File: src/rtl/core/html_entity_decoder_macros.svh
// Assertion macros used by the decoder back end.
`ifndef HTML_ENTITY_DECODER_MACROS_SVH
`define HTML_ENTITY_DECODER_MACROS_SVH

// Same-cycle implication, checked at every rising edge outside reset.
`define HED_ASSERT_NOW(lbl, ante, cons, msg) \
  lbl: assert property (@(posedge clk) disable iff (rst) (ante) |-> (cons)) \
    else $error(msg);

// Next-cycle implication, checked at every rising edge outside reset.
`define HED_ASSERT_NEXT(lbl, ante, cons, msg) \
  lbl: assert property (@(posedge clk) disable iff (rst) (ante) |=> (cons)) \
    else $error(msg);

`endif

File: src/rtl/core/hed_queue.sv
// ----------------------------------------------------------------------------
// hed_queue
// Two-entry request queue between the front end and the back end.
// ----------------------------------------------------------------------------
module hed_queue #(
  parameter int WIDTH = 16
) (
  input  logic             clk,
  input  logic             rst,
  input  logic             push,
  input  logic [WIDTH-1:0] din,
  output logic             full,
  input  logic             pop,
  output logic [WIDTH-1:0] dout,
  output logic             empty
);

  logic [1:0][WIDTH-1:0] slots;
  logic                  wptr;
  logic                  rptr;
  logic [1:0]            fill;

  assign full  = (fill == 2'd2);
  assign empty = (fill == 2'd0);
  assign dout  = slots[rptr];

  always_ff @(posedge clk) begin
    if (push && !full) begin
      slots[wptr] <= din;
    end
    if (rst) begin
      wptr <= 1'b0;
      rptr <= 1'b0;
      fill <= 2'd0;
    end else begin
      if (push && !full) wptr <= ~wptr;
      if (pop && !empty) rptr <= ~rptr;
      fill <= fill + {1'b0, push && !full} - {1'b0, pop && !empty};
    end
  end

endmodule

File: config.mk
export PLATFORM = sky130hd
export DESIGN_NAME = hed_queue
export DESIGN_NICKNAME = d
export VERILOG_FILES = /design/src/rtl/core/html_entity_decoder_macros.svh /design/src/rtl/core/hed_queue.sv
export SDC_FILE = /design/constraint.sdc
export NUM_CORES = 1
export LEC_CHECK = 0
export BUFFER_PORTS_ARGS = -buffer_cell sky130_fd_sc_hd__clkbuf_2
export CORE_MARGIN = 1.5
export CORE_UTILIZATION = 50
export DETAILED_ROUTE_END_ITERATION = 12
export GPL_TIMING_DRIVEN = 0
export PLACE_DENSITY = 0.84
export SLEW_MARGIN = 15
export SYNTH_ARGS = -nofsm -noshare
export SYNTH_HDL_FRONTEND = slang
export SYNTH_SLANG_ARGS = --single-unit
File: constraint.sdc
create_clock -name clk -period 2 [get_ports clk]
set_clock_uncertainty 0.15 [all_clocks]
set_input_delay 0.1 -clock clk [delete_from_list [all_inputs] [get_ports clk]]
set_output_delay 0.1 -clock clk [all_outputs]
set_load 0.05 [all_outputs]
==> results.yml <==
cts:
  clk_pin_slew_ps: 100
  post_cts_buffers: 0
  clk_latency_ps: 330
  htree_levels: 2
  clk_path_buf_depth: 2
  root_buffer: "clkbuf_4"
  cts_sinks: 36
  cts_tree: "yes"
  numCtsBuffers: 5
worst_setup_path:
  path_class: "reg -> out"
  critPathCaptureType: "output pin"
  required_ps: 1750
  r2r_cells: 7
  arrival_ps: 1640
  critical_path.max_fanout: 10
  start_kind: "flop"
synth:
  yosys-top-cells-count: "edfxtp_1 (32), mux2_1 (14), dfxtp_1 (4), inv_1 (3), nor2_1 (3)"
  synth_area_leaders: "edfxtp_1 (70%), mux2_1 (12%), dfxtp_1 (5.9%)"
  syn-cell-area_mm2: 0.00137
  synth_area_leader_cell: "edfxtp_1"
  syn_nets: 97
  postSynthCellCount: 75
  synth_top_area_share_pct: 70.4
  ys_types: 22
  synthArstFlopShare_pct: 0
  ys.flop_type: "edfxtp_1"
  yosysMostFrequentCell: "edfxtp_1"
  ys.warnings.count: 0
  synth_seq_cells: 36
  synth_edf_count: 32
  seq_area_frac_synth_pct: 76.3
  syn_area_per_cell_um2: 18.2
detailed_routing:
  antenna_left: 0
  drt_iter0_drc: 13
  totalWireLength_mm: 2.32
  num_vias: 814
  drc: 0
  routedWlPerCell_um: 13.8
  dr.pass1.iters: 3
  vias_per_cell: 4.85
power_and_ir_drop:
  power_frac_clock_pct: 14.6
  peakVddDrop_mv: 1.06
  p_sw_share_pct: 42.4
  pwr-share-seq_pct: 41.8
  switchingPower_mw: 1.02
  p_per_area_mw_per_mm2: 1320
  combPwrFrac_pct: 43.6
  leakagePower_nw: 0.741
  intPower_mw: 1.39
  total_power_mw: 2.41
global_route:
  antenna_found_initial: 0
  track_usage_pct: 16.7
  top_usage_layer: "met2"
  grt_pass1_vias: 851
  grt_util_met2_pct: 29.6
  use_met3_pct: 5.39
  use_met1_pct: 17.6
  grt_max_degree: 17
  grt_pass1_wl_mm: 3.71
  grt_overflow: 0
sta:
  setup_viol: 0
  drv_slew: 0
  rsz0062_at_grt: "false"
  layout_min_cycle_time_ps: 1890
  hold_viol_final: 0
  tns_ps: 0
  fin_crit_sh_pct: 94.4
  max-slew-margin-rel_pct: 74.6
  fmax_mhz: 530
  whs_ps: 26.5
  worst_pin_slew_ps: 381
placed_design:
  port_buffers: 37
  routabilityCongestion: 0.665
  postPlaceCellArea_mm2: 0.00159
floorplanning:
  initial_utilization_pct: 54.1
  fp.dieW_um: 55.3
  fp-row-count: 18
  ios: 38
  dieHeight_um: 55.3
  core_area_mm2: 0.00252
  die_area_mm2: 0.00305
final_layout:
  antennaDiodeCount: 0
  area_delta_synth_final_pct: 33.8
  design_area_mm2: 0.00183
  fin_nets: 159
  final_util_pct: 72.4
  layout-drive-gt1-share_pct: 38.4
status:
  status: "finished, final reports clean"
hold_path:
  min_path_type: "in -> reg"
  whs_path_depth: 4
flow_run:
  max_cap_viol_count: 0
[cells in the final DEF, fill, tap and decap left out, drive strengths merged]
cell type	count
a21oi	1
xnor2	1
inv	3
clkinvlp	1
xor2	1
nor2	3
buf	2
nand2	1
o21ai	1
and3	1
edfxtp	32
ha	2
clkinv	3
clkbuf	42
nand2b	1
dfxtp	4
or3	1
and2	1
dlygate4sd3	18
mux2	16
nor2b	1
o21a	1
nor3	1
[cell families after synthesis]
logic type / Yosys count / share of synthesized area, %
xor+xnor: 2 / 1.28
buf+inv: 6 / 2.02
mux: 16 / 13.2
compound gates: 3 / 1.37
fa+ha+maj: 2 / 1.83
simple gates: 10 / 4.03
flops: 36 / 76.3
[through the flow]
| stage | instances | setup WS [ps] |
|---|---|---|
| floorplan | 75 | 200 |
| global placement | 142 | 138 |
| detailed placement | 142 | 63.5 |
| CTS | 168 | 40.8 |
| global route | 168 | 38.8 |
| finish | 168 | 112 |
[sequential cells by signal, indices dropped and copies added, names as in the netlist]
name,count
fill,2
wptr,1
slots,32
rptr,1
[final cells by class]
class / instances / area, um2
clock inverters: 3 / 13.8
clock buffers: 5 / 37.5
multi-input cells: 33 / 297
fillers: 181 / 696
well taps: 30 / 37.5
inverters: 4 / 18.8
plain buffers: 2 / 16.3
repair buffers: 55 / 365
flip-flops and latches: 36 / 1040
[power by group through the flow]
stage / combinational [mW] / clock (mW) / sequential [mW]
3_3_place_gp: 0.995 / 0 / 1.01
4_1_cts: 1.05 / 0.365 / 1.01
3_5_place_dp: 1.02 / 0 / 1.03
6_report: 1.05 / 0.352 / 1.01
2_1_floorplan: 0.811 / 0 / 1.01
5_1_grt: 1.11 / 0.398 / 1.02
[path summary, 6_finish.rpt]
path | from | endpoint | slack (ps)
worst max register to register | fill[1] | fill[1] | 240
worst min register to register | wptr | wptr | 360
worst max-delay path | rptr | dout[6] | 110
worst min-delay path | pop | rptr | 30
[metal layers]
metal | vias up | routed length (um) | part of all wire [%]
li1 | 404 | - | -
met1 | 380 | 900 | 39
met2 | 25 | 1260 | 54
met3 | 5 | 120 | 5.2
met4 | 0 | 38 | 1.6
met5 | - | 0 | 0
[critical path: stages (launching register included)]
cell and delay, ps:
dfxtp_1 310, buf_2 210, buf_6 190, mux2_1 350
clkbuf_2 240
[timing repair]
item	4_1_cts	5_1_grt
endpoints found under the hold margin	36	0
gates resized for setup	0	2
hold buffers	18	0
setup endpoints to repair	0	20
Power figures use the tool's default switching activity.
