<file path="config.mk">
export PLATFORM = sky130hd
export DESIGN_NAME = hed_back
export DESIGN_NICKNAME = d
export VERILOG_FILES = /design/src/rtl/core/hed_pkg.sv /design/src/rtl/core/hed_back.sv
export VERILOG_INCLUDE_DIRS = /design/src /design/src/rtl/core
export SDC_FILE = /design/constraint.sdc
export NUM_CORES = 1
export LEC_CHECK = 0
export ABC_AREA = 1
export ABC_CLOCK_PERIOD_IN_PS = 6800
export BUFFER_PORTS_ARGS = -buffer_cell sky130_fd_sc_hd__buf_4
export CORE_MARGIN = 3
export CORE_UTILIZATION = 50
export DETAILED_ROUTE_END_ITERATION = 12
export MAX_ROUTING_LAYER = met4
export PLACE_DENSITY = 0.75
export SLEW_MARGIN = 25
export SYNTH_ARGS = -nofsm -noshare
export SYNTH_HDL_FRONTEND = slang
export SYNTH_SLANG_ARGS = --single-unit
</file>
<file path="constraint.sdc">
create_clock -name clk -period 6.8 [get_ports clk]
set_clock_uncertainty 0.1 [all_clocks]
set_input_delay 1.36 -clock clk [delete_from_list [all_inputs] [get_ports clk]]
set_output_delay 1.36 -clock clk [all_outputs]
set_load 0.03 [all_outputs]
</file>
<file path="src/rtl/core/html_entity_decoder_macros.svh">
// Assertion macros used by the decoder back end.
`ifndef HTML_ENTITY_DECODER_MACROS_SVH
`define HTML_ENTITY_DECODER_MACROS_SVH

// Same-cycle implication, checked at every rising edge outside reset.
`define HED_ASSERT_NOW(lbl, ante, cons, msg) \
  lbl: assert property (@(posedge clk) disable iff (rst) (ante) |-> (cons)) \
    else $error(msg);

// Next-cycle implication, checked at every rising edge outside reset.
`define HED_ASSERT_NEXT(lbl, ante, cons, msg) \
  lbl: assert property (@(posedge clk) disable iff (rst) (ante) |=> (cons)) \
    else $error(msg);

`endif

</file>
<file path="src/rtl/core/hed_pkg.sv">
// ----------------------------------------------------------------------------
// hed_pkg
// Constants, request types and the named entity table of the decoder.
// ----------------------------------------------------------------------------
package hed_pkg;

  localparam logic [7:0] AMP  = 8'h26;
  localparam logic [7:0] SEMI = 8'h3B;

  // Longest entity name, without the ampersand.
  localparam int NAME_MAX   = 7;
  localparam int TABLE_SIZE = 256;

  typedef struct packed {
    logic        valid;
    logic [55:0] name;
    logic [2:0]  nlen;
    logic [1:0]  rlen;
    logic [23:0] rep;
  } entity_t;

  // Control part of one request from the front end to the back end.
  typedef struct packed {
    logic       last;
    logic       tail_valid;
    logic [7:0] tail;
  } cmd_ctl_t;

  function automatic entity_t mk(logic [55:0] n, logic [2:0] nl, logic [1:0] rl,
                                 logic [23:0] rp);
    entity_t e;
    e.valid = 1'b1;
    e.name  = n;
    e.nlen  = nl;
    e.rlen  = rl;
    e.rep   = rp;
    return e;
  endfunction

  // Name is right aligned, replacement bytes start at the top of rep.
  function automatic entity_t entity_row(logic [7:0] r);
    entity_t e;
    e = '0;
    case (r)
      8'd0:   e = mk("nbsp",   3'd4, 2'd1, 24'h200000);
      8'd1:   e = mk("lt",     3'd2, 2'd1, 24'h3C0000);
      8'd2:   e = mk("gt",     3'd2, 2'd1, 24'h3E0000);
      8'd3:   e = mk("amp",    3'd3, 2'd1, 24'h260000);
      8'd4:   e = mk("quot",   3'd4, 2'd1, 24'h220000);
      8'd5:   e = mk("apos",   3'd4, 2'd1, 24'h270000);
      8'd6:   e = mk("#39",    3'd3, 2'd1, 24'h270000);
      8'd7:   e = mk("copy",   3'd4, 2'd2, 24'hC2A900);
      8'd8:   e = mk("reg",    3'd3, 2'd2, 24'hC2AE00);
      8'd9:   e = mk("trade",  3'd5, 2'd3, 24'hE284A2);
      8'd10:  e = mk("euro",   3'd4, 2'd3, 24'hE282AC);
      8'd11:  e = mk("pound",  3'd5, 2'd2, 24'hC2A300);
      8'd12:  e = mk("yen",    3'd3, 2'd2, 24'hC2A500);
      8'd13:  e = mk("cent",   3'd4, 2'd2, 24'hC2A200);
      8'd14:  e = mk("sect",   3'd4, 2'd2, 24'hC2A700);
      8'd15:  e = mk("para",   3'd4, 2'd2, 24'hC2B600);
      8'd16:  e = mk("middot", 3'd6, 2'd2, 24'hC2B700);
      8'd17:  e = mk("bull",   3'd4, 2'd3, 24'hE280A2);
      8'd18:  e = mk("hellip", 3'd6, 2'd3, 24'h2E2E2E);
      8'd19:  e = mk("ndash",  3'd5, 2'd1, 24'h2D0000);
      8'd20:  e = mk("mdash",  3'd5, 2'd1, 24'h2D0000);
      8'd21:  e = mk("laquo",  3'd5, 2'd2, 24'hC2AB00);
      8'd22:  e = mk("raquo",  3'd5, 2'd2, 24'hC2BB00);
      8'd23:  e = mk("deg",    3'd3, 2'd2, 24'hC2B000);
      8'd24:  e = mk("plusmn", 3'd6, 2'd2, 24'hC2B100);
      8'd25:  e = mk("times",  3'd5, 2'd2, 24'hC39700);
      8'd26:  e = mk("divide", 3'd6, 2'd2, 24'hC3B700);
      8'd27:  e = mk("micro",  3'd5, 2'd2, 24'hC2B500);
      8'd28:  e = mk("iexcl",  3'd5, 2'd2, 24'hC2A100);
      8'd29:  e = mk("iquest", 3'd6, 2'd2, 24'hC2BF00);
      8'd30:  e = mk("brvbar", 3'd6, 2'd1, 24'h7C0000);
      8'd31:  e = mk("not",    3'd3, 2'd2, 24'hC2AC00);
      8'd32:  e = mk("shy",    3'd3, 2'd1, 24'h2D0000);
      8'd33:  e = mk("macr",   3'd4, 2'd2, 24'hC2AF00);
      8'd34:  e = mk("uml",    3'd3, 2'd2, 24'hC2A800);
      8'd35:  e = mk("ordf",   3'd4, 2'd2, 24'hC2AA00);
      8'd36:  e = mk("ordm",   3'd4, 2'd2, 24'hC2BA00);
      8'd37:  e = mk("sup1",   3'd4, 2'd1, 24'h310000);
      8'd38:  e = mk("sup2",   3'd4, 2'd1, 24'h320000);
      8'd39:  e = mk("sup3",   3'd4, 2'd1, 24'h330000);
      8'd40:  e = mk("frac14", 3'd6, 2'd3, 24'h312F34);
      8'd41:  e = mk("frac12", 3'd6, 2'd3, 24'h312F32);
      8'd42:  e = mk("frac34", 3'd6, 2'd3, 24'h332F34);
      8'd43:  e = mk("Agrave", 3'd6, 2'd2, 24'hC38000);
      8'd44:  e = mk("Aacute", 3'd6, 2'd2, 24'hC38100);
      8'd45:  e = mk("Acirc",  3'd5, 2'd2, 24'hC38200);
      8'd46:  e = mk("Atilde", 3'd6, 2'd2, 24'hC38300);
      8'd47:  e = mk("Auml",   3'd4, 2'd2, 24'hC38400);
      8'd48:  e = mk("Aring",  3'd5, 2'd2, 24'hC38500);
      8'd49:  e = mk("AElig",  3'd5, 2'd2, 24'hC38600);
      8'd50:  e = mk("Ccedil", 3'd6, 2'd2, 24'hC38700);
      8'd51:  e = mk("Egrave", 3'd6, 2'd2, 24'hC38800);
      8'd52:  e = mk("Eacute", 3'd6, 2'd2, 24'hC38900);
      8'd53:  e = mk("Ecirc",  3'd5, 2'd2, 24'hC38A00);
      8'd54:  e = mk("Euml",   3'd4, 2'd2, 24'hC38B00);
      8'd55:  e = mk("Igrave", 3'd6, 2'd2, 24'hC38C00);
      8'd56:  e = mk("Iacute", 3'd6, 2'd2, 24'hC38D00);
      8'd57:  e = mk("Icirc",  3'd5, 2'd2, 24'hC38E00);
      8'd58:  e = mk("Iuml",   3'd4, 2'd2, 24'hC38F00);
      8'd59:  e = mk("ETH",    3'd3, 2'd2, 24'hC39000);
      8'd60:  e = mk("Ntilde", 3'd6, 2'd2, 24'hC39100);
      8'd61:  e = mk("Ograve", 3'd6, 2'd2, 24'hC39200);
      8'd62:  e = mk("Oacute", 3'd6, 2'd2, 24'hC39300);
      8'd63:  e = mk("Ocirc",  3'd5, 2'd2, 24'hC39400);
      8'd64:  e = mk("Otilde", 3'd6, 2'd2, 24'hC39500);
      8'd65:  e = mk("Ouml",   3'd4, 2'd2, 24'hC39600);
      8'd66:  e = mk("Oslash", 3'd6, 2'd2, 24'hC39800);
      8'd67:  e = mk("Ugrave", 3'd6, 2'd2, 24'hC39900);
      8'd68:  e = mk("Uacute", 3'd6, 2'd2, 24'hC39A00);
      8'd69:  e = mk("Ucirc",  3'd5, 2'd2, 24'hC39B00);
      8'd70:  e = mk("Uuml",   3'd4, 2'd2, 24'hC39C00);
      8'd71:  e = mk("Yacute", 3'd6, 2'd2, 24'hC39D00);
      8'd72:  e = mk("THORN",  3'd5, 2'd2, 24'hC39E00);
      8'd73:  e = mk("szlig",  3'd5, 2'd2, 24'hC39F00);
      8'd74:  e = mk("agrave", 3'd6, 2'd2, 24'hC3A000);
      8'd75:  e = mk("aacute", 3'd6, 2'd2, 24'hC3A100);
      8'd76:  e = mk("acirc",  3'd5, 2'd2, 24'hC3A200);
      8'd77:  e = mk("atilde", 3'd6, 2'd2, 24'hC3A300);
      8'd78:  e = mk("auml",   3'd4, 2'd2, 24'hC3A400);
      8'd79:  e = mk("aring",  3'd5, 2'd2, 24'hC3A500);
      8'd80:  e = mk("aelig",  3'd5, 2'd2, 24'hC3A600);
      8'd81:  e = mk("ccedil", 3'd6, 2'd2, 24'hC3A700);
      8'd82:  e = mk("egrave", 3'd6, 2'd2, 24'hC3A800);
      8'd83:  e = mk("eacute", 3'd6, 2'd2, 24'hC3A900);
      8'd84:  e = mk("ecirc",  3'd5, 2'd2, 24'hC3AA00);
      8'd85:  e = mk("euml",   3'd4, 2'd2, 24'hC3AB00);
      8'd86:  e = mk("igrave", 3'd6, 2'd2, 24'hC3AC00);
      8'd87:  e = mk("iacute", 3'd6, 2'd2, 24'hC3AD00);
      8'd88:  e = mk("icirc",  3'd5, 2'd2, 24'hC3AE00);
      8'd89:  e = mk("iuml",   3'd4, 2'd2, 24'hC3AF00);
      8'd90:  e = mk("eth",    3'd3, 2'd2, 24'hC3B000);
      8'd91:  e = mk("ntilde", 3'd6, 2'd2, 24'hC3B100);
      8'd92:  e = mk("ograve", 3'd6, 2'd2, 24'hC3B200);
      8'd93:  e = mk("oacute", 3'd6, 2'd2, 24'hC3B300);
      8'd94:  e = mk("ocirc",  3'd5, 2'd2, 24'hC3B400);
      8'd95:  e = mk("otilde", 3'd6, 2'd2, 24'hC3B500);
      8'd96:  e = mk("ouml",   3'd4, 2'd2, 24'hC3B600);
      8'd97:  e = mk("oslash", 3'd6, 2'd2, 24'hC3B800);
      8'd98:  e = mk("ugrave", 3'd6, 2'd2, 24'hC3B900);
      8'd99:  e = mk("uacute", 3'd6, 2'd2, 24'hC3BA00);
      8'd100: e = mk("ucirc",  3'd5, 2'd2, 24'hC3BB00);
      8'd101: e = mk("uuml",   3'd4, 2'd2, 24'hC3BC00);
      8'd102: e = mk("yacute", 3'd6, 2'd2, 24'hC3BD00);
      8'd103: e = mk("thorn",  3'd5, 2'd2, 24'hC3BE00);
      8'd104: e = mk("yuml",   3'd4, 2'd2, 24'hC3BF00);
      8'd105: e = mk("Alpha",  3'd5, 2'd2, 24'hCE9100);
      8'd106: e = mk("Beta",   3'd4, 2'd2, 24'hCE9200);
      8'd107: e = mk("Gamma",  3'd5, 2'd2, 24'hCE9300);
      8'd108: e = mk("Delta",  3'd5, 2'd2, 24'hCE9400);
      8'd109: e = mk("Epsilon", 3'd7, 2'd2, 24'hCE9500);
      8'd110: e = mk("Zeta",   3'd4, 2'd2, 24'hCE9600);
      8'd111: e = mk("Eta",    3'd3, 2'd2, 24'hCE9700);
      8'd112: e = mk("Theta",  3'd5, 2'd2, 24'hCE9800);
      8'd113: e = mk("Iota",   3'd4, 2'd2, 24'hCE9900);
      8'd114: e = mk("Kappa",  3'd5, 2'd2, 24'hCE9A00);
      8'd115: e = mk("Lambda", 3'd6, 2'd2, 24'hCE9B00);
      8'd116: e = mk("Mu",     3'd2, 2'd2, 24'hCE9C00);
      8'd117: e = mk("Nu",     3'd2, 2'd2, 24'hCE9D00);
      8'd118: e = mk("Xi",     3'd2, 2'd2, 24'hCE9E00);
      8'd119: e = mk("Omicron", 3'd7, 2'd2, 24'hCE9F00);
      8'd120: e = mk("Pi",     3'd2, 2'd2, 24'hCEA000);
      8'd121: e = mk("Rho",    3'd3, 2'd2, 24'hCEA100);
      8'd122: e = mk("Sigma",  3'd5, 2'd2, 24'hCEA300);
      8'd123: e = mk("Tau",    3'd3, 2'd2, 24'hCEA400);
      8'd124: e = mk("Upsilon", 3'd7, 2'd2, 24'hCEA500);
      8'd125: e = mk("Phi",    3'd3, 2'd2, 24'hCEA600);
      8'd126: e = mk("Chi",    3'd3, 2'd2, 24'hCEA700);
      8'd127: e = mk("Psi",    3'd3, 2'd2, 24'hCEA800);
      8'd128: e = mk("Omega",  3'd5, 2'd2, 24'hCEA900);
      8'd129: e = mk("alpha",  3'd5, 2'd2, 24'hCEB100);
      8'd130: e = mk("beta",   3'd4, 2'd2, 24'hCEB200);
      8'd131: e = mk("gamma",  3'd5, 2'd2, 24'hCEB300);
      8'd132: e = mk("delta",  3'd5, 2'd2, 24'hCEB400);
      8'd133: e = mk("epsilon", 3'd7, 2'd2, 24'hCEB500);
      8'd134: e = mk("zeta",   3'd4, 2'd2, 24'hCEB600);
      8'd135: e = mk("eta",    3'd3, 2'd2, 24'hCEB700);
      8'd136: e = mk("theta",  3'd5, 2'd2, 24'hCEB800);
      8'd137: e = mk("iota",   3'd4, 2'd2, 24'hCEB900);
      8'd138: e = mk("kappa",  3'd5, 2'd2, 24'hCEBA00);
      8'd139: e = mk("lambda", 3'd6, 2'd2, 24'hCEBB00);
      8'd140: e = mk("mu",     3'd2, 2'd2, 24'hCEBC00);
      8'd141: e = mk("nu",     3'd2, 2'd2, 24'hCEBD00);
      8'd142: e = mk("xi",     3'd2, 2'd2, 24'hCEBE00);
      8'd143: e = mk("omicron", 3'd7, 2'd2, 24'hCEBF00);
      8'd144: e = mk("pi",     3'd2, 2'd2, 24'hCF8000);
      8'd145: e = mk("rho",    3'd3, 2'd2, 24'hCF8100);
      8'd146: e = mk("sigma",  3'd5, 2'd2, 24'hCF8300);
      8'd147: e = mk("tau",    3'd3, 2'd2, 24'hCF8400);
      8'd148: e = mk("upsilon", 3'd7, 2'd2, 24'hCF8500);
      8'd149: e = mk("phi",    3'd3, 2'd2, 24'hCF8600);
      8'd150: e = mk("chi",    3'd3, 2'd2, 24'hCF8700);
      8'd151: e = mk("psi",    3'd3, 2'd2, 24'hCF8800);
      8'd152: e = mk("omega",  3'd5, 2'd2, 24'hCF8900);
      8'd153: e = mk("forall", 3'd6, 2'd3, 24'hE28880);
      8'd154: e = mk("part",   3'd4, 2'd3, 24'hE28882);
      8'd155: e = mk("exist",  3'd5, 2'd3, 24'hE28883);
      8'd156: e = mk("empty",  3'd5, 2'd3, 24'hE28885);
      8'd157: e = mk("nabla",  3'd5, 2'd3, 24'hE28887);
      8'd158: e = mk("isin",   3'd4, 2'd3, 24'hE28888);
      8'd159: e = mk("notin",  3'd5, 2'd3, 24'hE28889);
      8'd160: e = mk("ni",     3'd2, 2'd3, 24'hE2888B);
      8'd161: e = mk("prod",   3'd4, 2'd3, 24'hE2888F);
      8'd162: e = mk("sum",    3'd3, 2'd3, 24'hE28891);
      8'd163: e = mk("minus",  3'd5, 2'd1, 24'h2D0000);
      8'd164: e = mk("lowast", 3'd6, 2'd1, 24'h2A0000);
      8'd165: e = mk("radic",  3'd5, 2'd3, 24'hE2889A);
      8'd166: e = mk("prop",   3'd4, 2'd3, 24'hE2889D);
      8'd167: e = mk("infin",  3'd5, 2'd3, 24'hE2889E);
      8'd168: e = mk("ang",    3'd3, 2'd3, 24'hE288A0);
      8'd169: e = mk("and",    3'd3, 2'd3, 24'hE288A7);
      8'd170: e = mk("or",     3'd2, 2'd3, 24'hE288A8);
      8'd171: e = mk("cap",    3'd3, 2'd3, 24'hE288A9);
      8'd172: e = mk("int",    3'd3, 2'd3, 24'hE288AB);
      8'd173: e = mk("there4", 3'd6, 2'd3, 24'hE288B4);
      8'd174: e = mk("cong",   3'd4, 2'd3, 24'hE28985);
      8'd175: e = mk("asymp",  3'd5, 2'd3, 24'hE28988);
      8'd176: e = mk("ne",     3'd2, 2'd3, 24'hE289A0);
      8'd177: e = mk("equiv",  3'd5, 2'd3, 24'hE289A1);
      8'd178: e = mk("le",     3'd2, 2'd3, 24'hE289A4);
      8'd179: e = mk("ge",     3'd2, 2'd3, 24'hE289A5);
      8'd180: e = mk("sub",    3'd3, 2'd3, 24'hE28A82);
      8'd181: e = mk("sup",    3'd3, 2'd3, 24'hE28A83);
      8'd182: e = mk("nsub",   3'd4, 2'd3, 24'hE28A84);
      8'd183: e = mk("sube",   3'd4, 2'd3, 24'hE28A86);
      8'd184: e = mk("supe",   3'd4, 2'd3, 24'hE28A87);
      8'd185: e = mk("oplus",  3'd5, 2'd3, 24'hE28A95);
      8'd186: e = mk("otimes", 3'd6, 2'd3, 24'hE28A97);
      8'd187: e = mk("perp",   3'd4, 2'd3, 24'hE28AA5);
      8'd188: e = mk("sdot",   3'd4, 2'd3, 24'hE28B85);
      8'd189: e = mk("larr",   3'd4, 2'd3, 24'hE28690);
      8'd190: e = mk("uarr",   3'd4, 2'd3, 24'hE28691);
      8'd191: e = mk("rarr",   3'd4, 2'd3, 24'hE28692);
      8'd192: e = mk("darr",   3'd4, 2'd3, 24'hE28693);
      8'd193: e = mk("harr",   3'd4, 2'd3, 24'hE28694);
      8'd194: e = mk("crarr",  3'd5, 2'd3, 24'hE286B5);
      8'd195: e = mk("lArr",   3'd4, 2'd3, 24'hE28790);
      8'd196: e = mk("uArr",   3'd4, 2'd3, 24'hE28791);
      8'd197: e = mk("rArr",   3'd4, 2'd3, 24'hE28792);
      8'd198: e = mk("dArr",   3'd4, 2'd3, 24'hE28793);
      8'd199: e = mk("hArr",   3'd4, 2'd3, 24'hE28794);
      8'd200: e = mk("spades", 3'd6, 2'd3, 24'hE299A0);
      8'd201: e = mk("clubs",  3'd5, 2'd3, 24'hE299A3);
      8'd202: e = mk("hearts", 3'd6, 2'd3, 24'hE299A5);
      8'd203: e = mk("diams",  3'd5, 2'd3, 24'hE299A6);
      default: e = '0;
    endcase
    return e;
  endfunction

endpackage

</file>
<file path="src/rtl/core/hed_back.sv">
// ----------------------------------------------------------------------------
// hed_back
// Writes request bytes to the output register, one per cycle unless stalled.
// ----------------------------------------------------------------------------
`include "html_entity_decoder_macros.svh"

module hed_back
  import hed_pkg::*;
#(
  parameter int BUFFER_DEPTH = 8,
  parameter int CW           = $clog2(BUFFER_DEPTH + 2)
) (
  input  logic                         clk,
  input  logic                         rst,
  input  logic                         q_empty,
  output logic                         q_pop,
  input  cmd_ctl_t                     cmd_ctl,
  input  logic [CW-1:0]                cmd_count,
  input  logic [BUFFER_DEPTH-1:0][7:0] cmd_bytes,
  output logic                         empty,
  input  logic                         pop,
  output logic [7:0]                   out_byte,
  output logic                         run_end,
  output logic                         string_end
);

  localparam int IW = $clog2(BUFFER_DEPTH);

  logic                         busy;
  logic [CW-1:0]                idx;
  cmd_ctl_t                     cur_ctl;
  logic [CW-1:0]                cur_count;
  logic [BUFFER_DEPTH-1:0][7:0] cur_bytes;
  logic                         out_valid;

  logic [CW-1:0] total;
  logic          emit;
  logic          final_byte;
  logic [7:0]    sel_byte;

  assign total      = cur_count + CW'(cur_ctl.tail_valid);
  assign q_pop      = !busy && !q_empty;
  assign emit       = busy && (!out_valid || pop);
  assign final_byte = (idx == total - CW'(1));
  assign sel_byte   = (idx < cur_count) ? cur_bytes[idx[IW-1:0]] : cur_ctl.tail;
  assign empty      = !out_valid;

  always_ff @(posedge clk) begin
    if (q_pop) begin
      cur_ctl   <= cmd_ctl;
      cur_count <= cmd_count;
      cur_bytes <= cmd_bytes;
    end
    if (emit) begin
      out_byte   <= sel_byte;
      run_end    <= final_byte;
      string_end <= final_byte && cur_ctl.last;
    end
    if (rst) begin
      busy      <= 1'b0;
      idx       <= '0;
      out_valid <= 1'b0;
    end else begin
      if (q_pop) begin
        busy <= 1'b1;
        idx  <= '0;
      end else if (emit) begin
        if (final_byte) busy <= 1'b0;
        idx <= idx + CW'(1);
      end
      if (emit) out_valid <= 1'b1;
      else if (pop) out_valid <= 1'b0;
    end
  end

  `HED_ASSERT_NOW(a_idx_in_run, busy, (idx < total), "byte index ran past its request")
  `HED_ASSERT_NEXT(a_load_busy, q_pop, busy, "loaded request did not start")
  `HED_ASSERT_NEXT(a_hold_out, (out_valid && !pop), (out_valid && $stable(out_byte)),
                   "waiting result changed")

endmodule

</file>
==> results of run 1 <==
[cells in the mapped netlist, types with 2 or more instances]
master / number
inv_2: 2
nor2_1: 40
dfxtp_1: 6
ha_1: 6
buf_6: 3
nand2_1: 167
o21ai_0: 2
nand3_1: 15
buf_4: 4
buf_2: 4
edfxtp_1: 88
inv_1: 49
a21oi_1: 4
[kinds of logic after synthesis]
family                     count (synthesis)
and+or+nand+nor                          226
DFF                                       94
AOI/OAI and AO/OA                         10
buffers and inverters                     64
adders and majority gates                  6
[state kept, by name, summed over array words and instances, names as in the netlist]
| signal | cells |
|---|---|
| busy | 1 |
| cur_bytes | 64 |
| cur_count | 4 |
| cur_ctl | 10 |
| idx | 4 |
| out_byte | 8 |
| out_valid | 1 |
| run_end | 1 |
| string_end | 1 |
[per-layer routing]
metal  share of wire (%)  routed length [um]
met5                   0                   0
met1                  42                3129
met3                 4.9                 367
met4                 1.4                 105
met2                  52                3898
[how the worst max path moves through the flow]
stage | start | endpoint | slack (ns)
detailed placement | q_empty | q_pop | 2.68
CTS | q_empty | q_pop | 2.68
global placement | q_empty | q_pop | 2.72
floorplan | q_empty | q_pop | 0.34
finish | q_empty | q_pop | 2.68
global route | q_empty | q_pop | 2.59
[cell type report]
type,count,area (um2)
fill,643,2793
inverter,53,201.4
timing repair buffer,94,705.7
tap,102,127.6
clock buffer,9,123.9
multi-input combinational,242,1030
clock inverter,7,62.56
sequential,94,2764
[worst reg2reg max path, stage by stage (launching register included)]
cell,delay [ns]
dfxtp_1,0.84
ha_1,0.37
o21ai_2,0.08
nand2_2,0.10
a21oi_4,0.25
inv_2,0.12
nand2_1,0.08
nand2_1,0.05
[power groups by stage]
stage	Clock [W]	Combinational, W	Sequential (W)
after detailed placement	0	0.000145	0.000707
after global placement	0	0.000141	0.000706
final	0.000344	0.000143	0.000693
after floorplan	0	0.0000794	0.000710
after global routing	0.000385	0.000162	0.000697
after CTS	0.000358	0.000145	0.000694
[per-stage QoR]
step	instance area, um2	std cells	setup slack (ns)
after CTS	5015	601	2.684
after floorplan	4070	400	0.3370
after detailed placement	4828	585	2.684
final	5015	601	2.678
after global routing	5015	601	2.589
after global placement	4828	585	2.723
==> impl_metrics.py, run 1 <==
metrics = {
    "outcome": {
        "outcome": "complete, no violations",
    },
    "clock_network": {
        "hold_buffers": 0,
        "post_cts_buffers": 0,
        "cts.path.max_buffers": 2,
        "cts_sinks": 94,
        "htree_levels": 3,
        "clk_pin_slew_ns": 0.09,
        "clockRootBuffer": "clkbuf_8",
        "cts_tree": "built",
        "numCtsBuffers": 9,
        "clk_latency_ns": 0.36,
        "cts_resized": 0,
    },
    "grt": {
        "grtUsageMet3_pct": 3.675,
        "grt_pass1_wl_um": 12010,
        "grtUsageMet2_pct": 29.38,
        "use_met1_pct": 21.44,
        "top_usage_layer": "met2",
        "antenna_found_initial": 0,
        "overflow": 0,
        "grt_pass1_vias": 2679,
        "grt_max_degree": 81,
        "grt_util_all_layers_pct": 17.64,
    },
    "yosys": {
        "synth_xor_area_share_pct": 0,
        "synthSimpleGateAreaFrac_pct": 21.55,
        "synth.net_count": 488,
        "seq_area_frac_synth_pct": 67.88,
        "async_flop_share_pct": 0,
        "synth_edf_count": 88,
        "synth.avg_cell_area_um2": 10.18,
        "synth_top_area_cell": "edfxtp_1",
        "yosysWarnings": 0,
        "synth_top_area_share_pct": 64.92,
        "synth_top_family_by_area": "simple AND/OR/NAND/NOR gates",
        "synth_compound_area_share_pct": 1.721,
        "synthCells": 400,
        "synth_adder_area_share_pct": 1.844,
        "ys_ff_latch": 94,
        "synth_flop_cell": "edfxtp_1",
        "synth_mux_area_share_pct": 0,
        "synthTopCellsByArea": "edfxtp_1 65%, nand2_1 15%, inv_1 4.5%",
        "synthDistinctLibCells": 23,
        "syn_area_um2": 4070,
    },
    "power": {
        "p_comb_share_pct": 12.1,
        "pwr_density_cell_nw_per_um2": 235.3,
        "vdd_ir_drop_max_uv": 141.3,
        "seq_power_share_pct": 58.8,
        "internal_power_w": 0.0008800,
        "clkPwrFrac_pct": 29.1,
        "power_w": 0.001180,
        "switchingPower_w": 0.0003000,
        "p_sw_share_pct": 25.42,
        "p_leak_nw": 2.312,
    },
    "layout": {
        "diodes": 0,
        "syn2layout_area_growth_pct": 23.21,
        "layout-drive-gt1-share_pct": 23.85,
        "layout_commonest_cell": "nand2_1",
        "fin_nets": 582,
        "layout_common_cells": "167 x nand2_1, 94 x buf_4, 88 x edfxtp_1",
        "fin_util_pct": 64.23,
    },
    "setup_path": {
        "critPathTopFamily": "buffers and inverters",
        "endpoint_kind": "output pin",
        "critical_path_depth": 4,
        "path_cells": "buf_4, nor2_4, buf_4, buf_4",
        "cp_slowest_stage_delay_ns": 0.72,
        "worst_setup_path_start_kind": "primary input",
        "path_common_cell": "buf_4",
        "timing.rr.end": "out_byte[7]",
        "r2r_setup_slack_ns": 4.58,
        "worstPathMaxFanout": 80,
        "reg2reg_depth": 7,
        "cp_slowest_cell": "buf_4",
        "cp_num_buf_inv": 3,
        "crit_arrival_ns": 2.66,
        "r2r-start": "idx[1]",
        "cp.required_ns": 5.34,
        "criticalPathCategory": "in -> out",
    },
    "sta": {
        "holdWs_ns": 0.4152,
        "hold_viol": 0,
        "min_period_over_period_pct": 60.62,
        "timing.slew.headroom_pct": 33.23,
        "setup_viol": 0,
        "timing.fmax_mhz": 242.6,
        "maxSlewViolCount": 0,
        "layout_min_cycle_time_ns": 4.122,
        "tightest_slew_ns": 1.002,
        "rsz0062_at_grt": "no",
        "setup-tns-final_ns": 0,
    },
    "placement": {
        "gp_congestion": 0.7679,
        "portBuffers": 93,
        "dpl.hpwl_um": 5294,
    },
    "floorplanning": {
        "die_h_um": 96.23,
        "core_area_um2": 7807,
        "die_x_um": 96.23,
        "row_count": 32,
        "die_area_um2": 9259,
        "start_util_pct": 52.13,
        "ios": 94,
    },
    "detailed_routing": {
        "ant_nets": 0,
        "first_iter_violations": 105,
        "dr.pass1.iters": 4,
        "avgViaCountPerCell": 4.584,
        "wl_um": 7501,
        "drc_errors": 0,
        "num_vias": 2755,
        "routedWlPerCell_um": 12.48,
    },
    "hold_path": {
        "whs_path_depth": 2,
        "whs_endpoint": "out_valid",
        "hp-start": "out_valid",
        "holdCritPathClass": "reg -> reg",
    },
    "job": {
        "cap_violations": 0,
    },
}
Power figures use the tool's default switching activity.
==> inputs of run 2 (changes only) <==
- ABC_CLOCK_PERIOD_IN_PS: 6800 -> 3300
- CORE_UTILIZATION: 50 -> 48
- clock period: 6.8 -> 3.3 ns (I/O delays scaled with it)
==> impl_metrics.py, run 2 (same netlist as run 1, synthesis figures left out) <==
metrics = {
    "floorplanning": {
        "start_util_pct": 51.08,
        "die_area_um2": 9621,
        "die_x_um": 98.09,
        "row_count": 32,
        "die_h_um": 98.09,
        "ios": 94,
        "core_area_um2": 7968,
    },
    "setup_path": {
        "cp.required_ns": 3.32,
        "cp_slowest_cell": "dfxtp_2",
        "cp_num_buf_inv": 1,
        "crit_arrival_ns": 2.07,
        "endpoint_kind": "flop",
        "cp_slowest_stage_delay_ns": 0.95,
        "critPathTopFamily": "flip-flops",
        "worstPathMaxFanout": 54,
        "path_cells": "inv_4, nand2_1, nand2_1, nand2_1, nand2_1, nand2_1, nand2_1, nand2_1, nand2_1",
        "r2r_setup_slack_ns": 1.25,
        "worst_setup_path_start_kind": "flop",
        "path_common_cell": "nand2_1",
        "criticalPathCategory": "reg -> reg",
    },
    "grt": {
        "grtUsageMet2_pct": 28.95,
        "antenna_found_initial": 0,
        "top_usage_layer": "met2",
        "grt_util_all_layers_pct": 17.92,
        "grt_max_degree": 80,
        "overflow": 0,
        "grt_pass1_wl_um": 13230,
        "use_met1_pct": 22.22,
        "grtUsageMet3_pct": 3.857,
        "grt_pass1_vias": 2872,
    },
    "clock_network": {
        "clockRootBuffer": "clkbuf_8",
        "htree_levels": 3,
        "clk_pin_slew_ns": 0.09,
        "numCtsBuffers": 9,
        "post_cts_buffers": 0,
        "cts_resized": 0,
        "cts_tree": "built",
        "cts_sinks": 94,
        "hold_buffers": 0,
        "clk_latency_ns": 0.36,
        "cts.path.max_buffers": 2,
    },
    "layout": {
        "reg_top3": "cur_bytes: 64 flops, cur_ctl: 10 flops, out_byte: 8 flops",
        "diodes": 0,
        "syn2layout_area_growth_pct": 23.95,
        "fillers": 636,
        "layout-drive-gt1-share_pct": 24.00,
        "top_register": "cur_bytes",
        "fin_nets": 583,
        "layout_common_cells": "167 x nand2_1, 94 x buf_4, 88 x edfxtp_1",
        "layout_commonest_cell": "nand2_1",
        "largest_reg_flops": 64,
    },
    "detailed_routing": {
        "num_vias": 2845,
        "avgViaCountPerCell": 4.726,
        "routedWlPerCell_um": 13.42,
        "dr.pass1.iters": 4,
        "wl_um": 8076,
        "drc_errors": 0,
        "first_iter_violations": 158,
        "ant_nets": 0,
    },
    "power": {
        "pwr_density_cell_nw_per_um2": 493.6,
        "power_w": 0.002490,
        "p_leak_nw": 2.319,
        "vdd_ir_drop_max_uv": 336.6,
    },
    "sta": {
        "tightest_slew_ns": 0.9369,
        "setup_viol": 0,
        "hold_viol": 0,
        "timing.slew.headroom_pct": 37.54,
        "layout_min_cycle_time_ns": 2.049,
        "maxSlewViolCount": 0,
        "setup-tns-final_ns": 0,
        "rsz0062_at_grt": "no",
        "timing.fmax_mhz": 488.1,
        "min_period_over_period_pct": 62.09,
    },
    "hold_path": {
        "holdCritPathClass": "in -> reg",
    },
    "outcome": {
        "outcome": "complete, no violations",
    },
    "placement": {
        "portBuffers": 93,
        "dpl.hpwl_um": 5747,
        "gp_congestion": 0.9147,
    },
    "job": {
        "cap_violations": 0,
    },
}
run 2: cell types whose count changed in the layout (fill, tap and decap cells not counted):
cell,previous run,this run
clkinvlp_4,0,2
inv_8,2,0
buf_12,0,1
bufinv_16,0,1
clkinv_2,1,2
clkinv_4,2,1
inv_6,2,1
run 2: power breakdown:
group / total, W / internal, W / switching (W)
clock: 0.000760 / 0.000351 / 0.000409
combinational: 0.000303 / 0.000134 / 0.000169
sequential: 0.00143 / 0.00139 / 0.0000351
run 2: area by class of cell:
class | count | area (um2) | share of cell area [%]
Clock buffer | 9 | 123.9 | 2.455
Clock inverter | 7 | 72.57 | 1.438
Inverter | 53 | 201.4 | 3.993
Multi-Input combinational cell | 242 | 1030 | 20.41
Sequential cell | 94 | 2764 | 54.79
Tap cell | 102 | 127.6 | 2.530
Timing Repair Buffer | 95 | 725.7 | 14.38
run 2: through the flow:
stage	area, um2	hold WS [ns]	util [%]	setup slack, ns	instances
after detailed placement	4848	0.3743	60.85	1.273	586
after CTS	5045	0.3593	63.32	1.262	602
after global routing	5045	0.3496	63.32	1.061	602
final	5045	0.3663	63.32	1.251	602
after floorplan	4078	0.3545	-	0.6095	400
after global placement	4848	0.3718	60.85	1.322	586
run 2: path summary, 6_finish.rpt:
| kind | to | cells past startpoint | startpoint |
|---|---|---|---|
| max | out_byte[4] | 9 | idx[0] |
| min | out_valid | 2 | rst |
| min reg2reg | out_valid | 2 | out_valid |
| max reg2reg | out_byte[4] | 9 | idx[0] |
run 2: routing by layer:
layer | routed length [um] | part of all wire (%) | up-vias
li1 | - | - | 1455
met1 | 3461 | 43 | 1295
met2 | 4063 | 50 | 85
met3 | 443 | 5.5 | 10
met4 | 108 | 1.3 | 0
met5 | 0 | 0 | -
run 2: worst reg2reg max path, cell delays in order (launching register included):
cell and delay (ns):
dfxtp_2 0.95, inv_4 0.23, nand2_1 0.12, nand2_1 0.05
nand2_1 0.05, nand2_1 0.05, nand2_1 0.05, nand2_1 0.09
nand2_1 0.08, nand2_1 0.05
==> inputs of run 3 (changes only) <==
- ABC_CLOCK_PERIOD_IN_PS: 3300 -> 2100
- CORE_UTILIZATION: 48 -> 50
- clock period: 3.3 -> 2.1 ns (I/O delays scaled with it)
==> impl_metrics.py, run 3 (same netlist as run 1, synthesis figures left out) <==
metrics = {
    "placement": {
        "gp_congestion": 0.8107,
        "portBuffers": 93,
        "dp.cells": 590,
        "dpl.hpwl_um": 5690,
    },
    "layout": {
        "layout_commonest_cell": "nand2_1",
        "register_area_um2": 2764,
        "multi_input_area_um2": 1030,
        "syn2layout_area_growth_pct": 24.35,
        "reg_top3": "cur_bytes: 64 flops, cur_ctl: 10 flops, out_byte: 8 flops",
        "fin_nets": 587,
        "top_register": "cur_bytes",
        "final_cells": 606,
        "largest_reg_flops": 64,
        "fillers": 629,
        "layout_common_cells": "167 x nand2_1, 98 x buf_4, 88 x edfxtp_1",
        "diodes": 0,
        "fin_util_pct": 64.82,
        "layout-drive-gt1-share_pct": 23.81,
    },
    "setup_path": {
        "cp_slowest_stage_delay_ns": 0.44,
        "worstPathMaxFanout": 9,
        "endpoint_kind": "flop",
        "crit_arrival_ns": 1.76,
        "r2r-start": "cur_count[2]",
        "path_common_cell": "nand2_1",
        "criticalPathCategory": "reg -> reg",
        "worst_setup_path_start_kind": "flop",
        "path_cells": "inv_1, ha_1, nand2_1, inv_1, a21oi_4, inv_2, nand2_1, nand2_1",
        "cp.required_ns": 2.11,
        "crit_path_start": "cur_count[2]",
        "cp_slowest_cell": "edfxtp_1",
    },
    "sta": {
        "timing.slew.headroom_pct": 68.73,
        "hold_viol": 0,
        "holdWs_ns": 0.1378,
        "layout_min_cycle_time_ns": 1.742,
        "setup_viol": 0,
        "rsz0062_at_grt": "no",
        "timing.fmax_mhz": 574.0,
        "setup-tns-final_ns": 0,
        "min_period_over_period_pct": 82.96,
        "maxSlewViolCount": 0,
        "tightest_slew_ns": 0.4685,
    },
    "clock_network": {
        "cts.path.max_buffers": 2,
        "hold_buffers": 0,
        "post_cts_buffers": 0,
        "htree_levels": 3,
        "clockRootBuffer": "clkbuf_8",
        "numCtsBuffers": 9,
        "clk_pin_slew_ns": 0.08,
        "cts_tree": "built",
        "cts_resized": 0,
        "clk_latency_ns": 0.35,
        "cts_sinks": 94,
    },
    "outcome": {
        "outcome": "complete, no violations",
    },
    "detailed_routing": {
        "wl_um": 7917,
        "avgViaCountPerCell": 4.724,
        "dr.pass1.iters": 4,
        "drc_errors": 0,
        "routedWlPerCell_um": 13.06,
        "first_iter_violations": 141,
        "ant_nets": 0,
        "num_vias": 2863,
    },
    "floorplanning": {
        "die_h_um": 96.23,
        "ios": 94,
        "die_x_um": 96.23,
        "die_area_um2": 9259,
        "row_count": 32,
        "start_util_pct": 52.13,
        "core_area_um2": 7807,
    },
    "grt": {
        "grt_max_degree": 55,
        "grt_util_all_layers_pct": 19.18,
        "grt_pass1_vias": 2824,
        "overflow": 0,
        "grt_pass1_wl_um": 12730,
        "antenna_found_initial": 0,
    },
    "power": {
        "switchingPower_w": 0.0009111,
        "internal_power_w": 0.002949,
        "pwr_density_cell_nw_per_um2": 762.7,
        "p_leak_nw": 2.337,
        "vdd_ir_drop_max_uv": 581.3,
        "p_comb_share_pct": 13.1,
        "clkPwrFrac_pct": 29.4,
        "seq_power_share_pct": 57.5,
        "p_sw_share_pct": 23.60,
    },
    "hold_path": {
        "hp-start": "cmd_bytes[27]",
        "holdCritPathClass": "in -> reg",
    },
    "job": {
        "cap_violations": 0,
    },
}
==> run 3: cell count changes in the layout (fill, tap and decap cells not counted) <==
cell,change
clkbuf_1,+3
inv_6,-1
clkinv_1,+1
clkinvlp_4,-2
buf_4,+4
clkinv_2,-1
==> run 3: stage by stage <==
stage                     worst slack (ns)  area, um2  total power (W)
after global routing                0.1426       5061         0.004044
after floorplan                    -0.1944       4078         0.002550
after global placement              0.4129       4878         0.002756
after CTS                           0.3550       5061         0.003894
after detailed placement            0.3720       4878         0.002771
final                               0.3578       5061         0.003860
==> run 3: layout make-up <==
| class | count | share of cell area, % |
|---|---|---|
| clock buffer | 12 | 2.670 |
| tap | 102 | 2.522 |
| timing repair buffer | 99 | 14.93 |
| clock inverter | 4 | 0.9394 |
| multi-input combinational | 242 | 20.35 |
| inverter | 53 | 3.980 |
| sequential | 94 | 54.61 |
==> run 3: final timing paths <==
| path | slack, ns | cells past startpoint | endpoint |
|---|---|---|---|
| min reg2reg | 0.42 | 2 | idx[3] |
| min | 0.14 | 1 | cur_bytes[27] |
| max reg2reg | 0.36 | 8 | out_byte[2] |
| max | 0.36 | 8 | out_byte[2] |
==> run 3: critical path, delay by kind of cell, from the launching register on <==
kind	cells	cell delay (ns)
AO/OA/AOI/OAI	1	0.25
flip-flops	1	0.44
adder cells (fa/ha/maj)	1	0.23
buffers and inverters	3	0.31
AND/OR/NAND/NOR	3	0.19
==> run 3: metal layers <==
| metal | vias up | GRT usage [%] | wire length [um] |
|---|---|---|---|
| li1 | 1462 | - | - |
| met1 | 1323 | 22.64 | 3375 |
| met2 | 68 | 32.32 | 4101 |
| met3 | 10 | 3.675 | 329 |
| met4 | 0 | 7.701 | 110 |
| met5 | - | - | 0 |
==> run 3: power groups by stage <==
| stage | Combinational [W] | Clock (W) | Sequential, W |
|---|---|---|---|
| 2_1_floorplan | 0.000258 | 0 | 0.00229 |
| 3_3_place_gp | 0.000497 | 0 | 0.00226 |
| 3_5_place_dp | 0.000509 | 0 | 0.00226 |
| 4_1_cts | 0.000513 | 0.00116 | 0.00222 |
| 5_1_grt | 0.000573 | 0.00124 | 0.00223 |
| 6_report | 0.000507 | 0.00113 | 0.00222 |
